[config.mk]
export PLATFORM = sky130hd
export DESIGN_NAME = one_wire_reset_presence
export DESIGN_NICKNAME = d
export VERILOG_FILES = /design/src/design/owr_pkg.sv /design/src/design/owr_core.sv /design/src/design/owr_outq.sv /design/src/design/one_wire_reset_presence.sv
export SDC_FILE = /design/constraint.sdc
export NUM_CORES = 1
export LEC_CHECK = 0
export ABC_AREA = 1
export BUFFER_PORTS_ARGS = -buffer_cell sky130_fd_sc_hd__buf_2
export CAP_MARGIN = 10
export CORE_ASPECT_RATIO = 0.6
export CORE_UTILIZATION = 54
export DETAILED_ROUTE_END_ITERATION = 10
export PLACE_DENSITY = 0.79
export SLEW_MARGIN = 20
export SYNTH_ARGS = -nofsm -noshare
export SYNTH_HDL_FRONTEND = slang
export SYNTH_SLANG_ARGS = --single-unit
[constraint.sdc]
create_clock -name i_clk -period 2.5 [get_ports i_clk]
set_input_delay 0.5 -clock i_clk [delete_from_list [all_inputs] [get_ports i_clk]]
set_output_delay 0.5 -clock i_clk [all_outputs]
set_load 0.02 [all_outputs]
[src/design/owr_pkg.sv]
// Shared types and constants of the 1-Wire reset and presence detector.
`default_nettype none
package owr_pkg;

    localparam int TIMER_BITS_DEF = 10;
    localparam int CFG_W          = 10;

    localparam logic [CFG_W-1:0] IDLE_WAIT_RST  = CFG_W'(200);
    localparam logic [CFG_W-1:0] LOW_PULSE_RST  = CFG_W'(480);
    localparam logic [CFG_W-1:0] PRES_WIN_RST   = CFG_W'(480);

    typedef enum logic [2:0] {
        PH_IDLE      = 3'd0,
        PH_WAIT_HIGH = 3'd1,
        PH_LOW       = 3'd2,
        PH_WAIT_FALL = 3'd3,
        PH_WAIT_RISE = 3'd4,
        PH_PAD       = 3'd5
    } t_phase;

    typedef enum logic [1:0] {
        ST_PRESENCE = 2'd0,
        ST_STUCK    = 2'd1,
        ST_ABSENT   = 2'd2
    } t_status;

    typedef enum logic [1:0] {
        REG_MODE      = 2'd0,
        REG_IDLE_WAIT = 2'd1,
        REG_LOW_PULSE = 2'd2,
        REG_PRES_WIN  = 2'd3
    } t_reg_idx;

    typedef enum logic {
        FN_TICK  = 1'b0,
        FN_START = 1'b1
    } t_func;

    typedef struct packed {
        logic             ext_pullup;
        logic [CFG_W-1:0] idle_wait;
        logic [CFG_W-1:0] low_pulse;
        logic [CFG_W-1:0] pres_win;
    } t_cfg;

    typedef struct packed {
        logic    drive_low;
        logic    busy_res;
        logic    done_res;
        t_status status;
    } t_result;

endpackage
`default_nettype wire

[src/design/owr_core.sv]
// Reset and presence sequencer: phase and countdown state, one beat per cycle while input is accepted.
`default_nettype none
module owr_core
    import owr_pkg::*;
#(
    parameter int TIMER_BITS = TIMER_BITS_DEF
) (
    input  wire logic    i_clk,
    input  wire logic    i_rst_n,
    input  wire logic    i_accept,
    input  wire logic    i_func,
    input  wire logic    i_bus_level,
    input  wire t_cfg    i_cfg,
    output t_result      o_result
);

    localparam int CW = (TIMER_BITS > CFG_W) ? TIMER_BITS : CFG_W;
    localparam logic [CW-1:0] TMAX = CW'((1 << TIMER_BITS) - 1);

    t_phase                r_phase, n_phase;
    logic [TIMER_BITS-1:0] r_count, n_count;
    logic [TIMER_BITS-1:0] dec;
    logic                  padded;

    function automatic logic [TIMER_BITS-1:0] sat_load(input logic [CFG_W-1:0] v);
        logic [CW-1:0] w;
        begin
            w = CW'(v);
            if (w == '0) begin
                w = CW'(1);
            end else if (w > TMAX) begin
                w = TMAX;
            end
            return w[TIMER_BITS-1:0];
        end
    endfunction

    assign dec = r_count - TIMER_BITS'(1);

    always_comb begin
        n_phase = r_phase;
        n_count = r_count;
        if (t_func'(i_func) == FN_START) begin
            if (r_phase == PH_IDLE) begin
                if (i_cfg.ext_pullup) begin
                    n_phase = PH_WAIT_HIGH;
                    n_count = sat_load(i_cfg.idle_wait);
                end else begin
                    n_phase = PH_LOW;
                    n_count = sat_load(i_cfg.low_pulse);
                end
            end
        end else begin
            case (r_phase)
                PH_IDLE: begin
                end
                PH_WAIT_HIGH: begin
                    if (i_bus_level) begin
                        n_phase = PH_LOW;
                        n_count = sat_load(i_cfg.low_pulse);
                    end else begin
                        n_count = dec;
                        if (dec == '0) begin
                            n_phase = PH_IDLE;
                        end
                    end
                end
                PH_LOW: begin
                    if (dec == '0) begin
                        n_phase = PH_WAIT_FALL;
                        n_count = sat_load(i_cfg.pres_win);
                    end else begin
                        n_count = dec;
                    end
                end
                PH_WAIT_FALL, PH_WAIT_RISE, PH_PAD: begin
                    if (r_phase == PH_WAIT_FALL && !i_bus_level) begin
                        n_phase = PH_WAIT_RISE;
                    end else if (r_phase == PH_WAIT_RISE && i_bus_level) begin
                        n_phase = PH_PAD;
                    end
                    n_count = dec;
                    if (dec == '0) begin
                        n_phase = PH_IDLE;
                    end
                end
                default: begin
                    n_phase = PH_IDLE;
                end
            endcase
        end
    end

    always_comb begin
        padded = (r_phase == PH_PAD) || (r_phase == PH_WAIT_RISE && i_bus_level);
        o_result.drive_low = (n_phase == PH_LOW);
        o_result.busy_res  = (n_phase != PH_IDLE);
        o_result.done_res  = (t_func'(i_func) == FN_TICK) && (n_phase == PH_IDLE) &&
                             (r_phase == PH_WAIT_HIGH || r_phase == PH_WAIT_FALL ||
                              r_phase == PH_WAIT_RISE || r_phase == PH_PAD);
        o_result.status    = ST_PRESENCE;
        if (o_result.done_res) begin
            if (r_phase == PH_WAIT_HIGH) begin
                o_result.status = ST_STUCK;
            end else if (!padded) begin
                o_result.status = ST_ABSENT;
            end
        end
    end

    always_ff @(posedge i_clk) begin
        if (!i_rst_n) begin
            r_phase <= PH_IDLE;
            r_count <= '0;
        end else if (i_accept) begin
            r_phase <= n_phase;
            r_count <= n_count;
        end
    end

endmodule
`default_nettype wire

[src/design/owr_outq.sv]
// Two-entry result buffer between the sequencer and the output channel.
`default_nettype none
module owr_outq
    import owr_pkg::*;
(
    input  wire logic    i_clk,
    input  wire logic    i_rst_n,
    input  wire logic    i_push,
    input  wire t_result i_data,
    output logic         o_ready,
    output logic         o_valid,
    input  wire logic    i_pop_ready,
    output t_result      o_data
);

    t_result    r_head, r_tail;
    logic [1:0] r_cnt, n_cnt;
    logic       pop;

    assign pop     = (r_cnt != 2'd0) && i_pop_ready;
    assign o_ready = (r_cnt != 2'd2);
    assign o_valid = (r_cnt != 2'd0);
    assign o_data  = r_head;
    assign n_cnt   = r_cnt + 2'(i_push) - 2'(pop);

    always_ff @(posedge i_clk) begin
        if (!i_rst_n) begin
            r_cnt <= 2'd0;
        end else begin
            r_cnt <= n_cnt;
        end
    end

    always_ff @(posedge i_clk) begin
        if (i_push && (r_cnt == 2'd0 || (r_cnt == 2'd1 && pop))) begin
            r_head <= i_data;
        end else if (pop && r_cnt == 2'd2) begin
            r_head <= r_tail;
        end
        if (i_push && r_cnt == 2'd1 && !pop) begin
            r_tail <= i_data;
        end
    end

endmodule
`default_nettype wire

[src/design/one_wire_reset_presence.sv]
// Top level of the 1-Wire reset and presence detector with its register port.
//
// Each accepted beat is one microsecond tick carrying the sampled bus level, or a
// start request, and yields exactly one result beat. A beat is taken every cycle:
// the phase/countdown update is a single pass of logic and the result is written
// into a two-entry output buffer at acceptance, so input stalls only when both
// buffer entries hold results not yet taken. The countdown is TIMER_BITS wide;
// timing registers load saturated to 1 .. 2^TIMER_BITS-1.
`default_nettype none
module one_wire_reset_presence
    import owr_pkg::*;
#(
    parameter int TIMER_BITS = TIMER_BITS_DEF
) (
    input  wire logic        i_clk,
    input  wire logic        i_rst_n,
    input  wire logic        psel,
    input  wire logic        penable,
    input  wire logic        pwrite,
    input  wire logic [3:0]  paddr,
    input  wire logic [31:0] pwdata,
    output logic      [31:0] prdata,
    output logic             pready,
    input  wire logic        i_in_valid,
    output logic             o_in_ready,
    input  wire logic        i_func,
    input  wire logic        i_bus_level,
    output logic             o_out_valid,
    input  wire logic        i_out_ready,
    output logic             o_drive_low,
    output logic             o_busy_res,
    output logic             o_done_res,
    output logic      [1:0]  o_status
);

    t_cfg     r_cfg;
    t_result  core_res, q_res;
    t_reg_idx reg_idx;
    logic     accept;

    assign pready  = 1'b1;
    assign reg_idx = t_reg_idx'(paddr[3:2]);
    assign accept  = i_in_valid && o_in_ready;

    always_ff @(posedge i_clk) begin
        if (!i_rst_n) begin
            r_cfg.ext_pullup <= 1'b1;
            r_cfg.idle_wait  <= IDLE_WAIT_RST;
            r_cfg.low_pulse  <= LOW_PULSE_RST;
            r_cfg.pres_win   <= PRES_WIN_RST;
        end else if (psel && penable && pwrite && pready) begin
            case (reg_idx)
                REG_MODE:      r_cfg.ext_pullup <= pwdata[0];
                REG_IDLE_WAIT: r_cfg.idle_wait  <= pwdata[CFG_W-1:0];
                REG_LOW_PULSE: r_cfg.low_pulse  <= pwdata[CFG_W-1:0];
                REG_PRES_WIN:  r_cfg.pres_win   <= pwdata[CFG_W-1:0];
                default: begin
                end
            endcase
        end
    end

    always_comb begin
        case (reg_idx)
            REG_MODE:      prdata = 32'(r_cfg.ext_pullup);
            REG_IDLE_WAIT: prdata = 32'(r_cfg.idle_wait);
            REG_LOW_PULSE: prdata = 32'(r_cfg.low_pulse);
            REG_PRES_WIN:  prdata = 32'(r_cfg.pres_win);
            default:       prdata = '0;
        endcase
    end

    owr_core #(
        .TIMER_BITS (TIMER_BITS)
    ) u_core (
        .i_clk       (i_clk),
        .i_rst_n     (i_rst_n),
        .i_accept    (accept),
        .i_func      (i_func),
        .i_bus_level (i_bus_level),
        .i_cfg       (r_cfg),
        .o_result    (core_res)
    );

    owr_outq u_outq (
        .i_clk       (i_clk),
        .i_rst_n     (i_rst_n),
        .i_push      (accept),
        .i_data      (core_res),
        .o_ready     (o_in_ready),
        .o_valid     (o_out_valid),
        .i_pop_ready (i_out_ready),
        .o_data      (q_res)
    );

    assign o_drive_low = q_res.drive_low;
    assign o_busy_res  = q_res.busy_res;
    assign o_done_res  = q_res.done_res;
    assign o_status    = q_res.status;

    a_done_not_busy: assert property (@(posedge i_clk) disable iff (!i_rst_n)
        o_out_valid && o_done_res |-> !o_busy_res && !o_drive_low)
        else $error("done beat reports busy or drive");

    a_drive_implies_busy: assert property (@(posedge i_clk) disable iff (!i_rst_n)
        o_out_valid && o_drive_low |-> o_busy_res)
        else $error("bus driven low outside a sequence");

    a_status_only_done: assert property (@(posedge i_clk) disable iff (!i_rst_n)
        o_out_valid && !o_done_res |-> o_status == ST_PRESENCE)
        else $error("status set without done");

    a_stall_means_full: assert property (@(posedge i_clk) disable iff (!i_rst_n)
        !o_in_ready |-> o_out_valid)
        else $error("input stalled with no result pending");

endmodule
`default_nettype wire
==> impl_metrics.tcl <==
set metrics [dict create \
    arrival_ps 2510 \
    final_cell_mix "95 x nand2_1, 62 x inv_1, 48 x o21ai_0" \
    placed_cell_area_sq_mm 0.00366 \
    setup-tns-final_ps 0 \
    period_share 0.908 \
    initial_core_util 0.561 \
    clkLatencyLatePin_ps 310 \
    num_antenna_cells 0 \
    synthDistinctLibCells 43 \
    start_kind "flip-flop" \
    firstDrtPassIters 7 \
    netlist_area_sq_mm 0.00344 \
    rsz0062_at_grt "false" \
    max-slew-margin-rel 0.409 \
    crit_fanout 8 \
    final_common_cell "nand2_1" \
    setup_violations 0 \
    antenna_found_initial 0 \
    finClkSkew_ps 7.79 \
    avgViaCountPerCell 5.61 \
    end_kind "flip-flop" \
    fin_crit_ps 2270 \
    synth_seq_cells 56 \
    powerDensity_mw_per_mm2 765 \
    worstMarginPinSlew_ps 878 \
    worstHoldPathCells 3 \
    clock_path_buffers 2 \
    dp_hpwl_mm 7.19 \
    die_h_um 63.9 \
    post_cts_buffers 0 \
    fmax_mhz 440 \
    grt_pass1_wl_mm 14.8 \
    reg2regPathDepth 12 \
    drive_gt1_frac 0.172 \
    fp.dieArea_sq_mm 0.00671 \
    p_leak_nw 1.71 \
    synth-main-ff-cell "dfxtp_1" \
    area_delta_synth_final_pct 9.52 \
    hold_class "input pin to flip-flop" \
    fin_nets 577 \
    cts_tree "done" \
    cts_buffers 5 \
    wl_per_cell_um 15.0 \
    die_x_um 105 \
    clkSinkCount 56 \
    design_area_sq_mm 0.00377 \
    ant_nets 0 \
    fp-row-count 22 \
    wl_mm 9.17 \
    max-vdd-ir-drop_v 0.000391 \
    grt_usage 0.282 \
    maxCapViolations 0 \
    synthArstFlopShare 0 \
    synth_edf_count 10 \
    grt_pass1_vias 2921 \
    critPathRequiredTime_ps 2740 \
    vias 3436 \
    drv_slew 0 \
    root_buffer "clkbuf_8" \
    h-tree-depth 2 \
    ys_warn_count 0 \
    avgSynthCellArea_sq_um 7.04 \
    status "finished, final reports clean" \
    ys_seq_area_frac 0.355 \
    drc_errors 0 \
    coreArea_sq_mm 0.00614 \
    drt_iter0_drc 323 \
    ioPinCount 85 \
    gr-total-overflow 0 \
    clk_pin_slew_ps 100 \
    routabilityCongestion 0.911 \
    port_buffers 37 \
    crit_type "flip-flop to flip-flop" \
    hold_violations 0 \
    grt_start_max_net_pins 30 \
    synthCells 489 \
]
-- layout make-up --
cell class | count | area, sq um
repair buffers | 49 | 275
inverters | 69 | 259
flip-flops and latches | 56 | 1220
clock inverters | 2 | 12.5
well taps | 84 | 105
clock buffers | 6 | 93.8
multi-input cells | 347 | 1800
fillers | 590 | 2370
-- kinds of logic (layout without fill, tap and decap cells) --
group                    Yosys count  count (layout)  synth area share
XOR/XNOR                           3               3           0.00763
other                              2              23           0.00218
flip-flops                        56              56             0.355
buffers and inverters            107             126             0.145
AO/OA/AOI/OAI                    136             136             0.230
adder cells (fa/ha/maj)            4               4            0.0145
AND/OR/NAND/NOR                  181             181             0.246
-- routing by layer --
metal / global-route usage / part of all wire / vias to the layer above
met1: 0.430 / 0.47 / 1564
met5: 0 / 0 / -
li1: - / - / 1671
met3: 0.0704 / 0.12 / 10
met2: 0.398 / 0.40 / 191
met4: 0.0546 / 0.0085 / 0
-- synthesized netlist by cell type (3+ instances only) --
master     n  area, sq um
o221ai_1   9         78.8
nor3_1     6         30.0
o21ai_1    7         35.0
a21oi_1   42          210
dfxtp_1   46          921
nand3_2    3         30.0
nand3_1   15         75.1
nor4_1     5         31.3
a31oi_1    3         18.8
inv_1     62          233
nor2_2    11         68.8
inv_2      7         26.3
nor2_1    30          113
nand2_1   95          357
nand4_1    7         43.8
o21ai_0   48          240
clkbuf_1  12         45.0
o211ai_1  13         97.6
ha_1       4         50.1
nand2_2    3         18.8
buf_4     23          173
edfxtp_1  10          300
-- flip-flops by register name (all words and copies together) (netlist names) --
signal	count
r_cfg	31
u_core.r_count	10
u_core.r_phase	3
u_outq.o_data	5
u_outq.r_cnt	2
u_outq.r_tail	5
-- critical path, cell delays in order, from the launching register on --
cell and delay (ps):
dfxtp_2 380, inv_2 80, ha_1 250, xnor2_1 190, nand3_1 110, nor2_2 130, nand3_2 110, nor2_2 190
buf_4 200, inv_2 80, nor3_1 230, o21ai_1 110, a21oi_1 150
-- path summary, 6_finish.rpt --
kind | from | end | slack, ps
max | u_core.r_count[0]$_SDFFE_PN0P_ | u_core.r_count[7]$_SDFFE_PN0P_ | 230
min | pwdata[2] | r_cfg[22]$_SDFFE_PN0P_ | 440
max reg2reg | u_core.r_count[0]$_SDFFE_PN0P_ | u_core.r_count[7]$_SDFFE_PN0P_ | 230
min reg2reg | r_cfg[10]$_SDFFE_PN0P_ | r_cfg[10]$_SDFFE_PN0P_ | 520
-- per-stage QoR --
step / setup slack [ps] / instances / utilization / hold slack (ps) / total power, W
after floorplan: 385 / 510 / - / 449 / 0.00204
after global placement: 314 / 605 / 0.597 / 484 / 0.00228
final: 229 / 613 / 0.615 / 437 / 0.00288
after detailed placement: 215 / 605 / 0.597 / 489 / 0.00232
after CTS: 184 / 613 / 0.614 / 439 / 0.00287
after global routing: 65.8 / 613 / 0.615 / 453 / 0.00308
-- power breakdown --
part           switching, W  total (W)  internal, W  leakage (nW)
Clock              0.000302   0.000559     0.000257        0.0523
Sequential        0.0000917    0.00113      0.00104         0.471
Combinational      0.000798    0.00119     0.000395          1.19
Total               0.00119    0.00288      0.00169          1.71
-- what timing repair did --
action | CTS | global route
hold buffers | 0 | 0
endpoints found under the setup margin | 0 | 1
resized for setup | 0 | 1
Note: power is estimated with default switching activity, not from simulation.
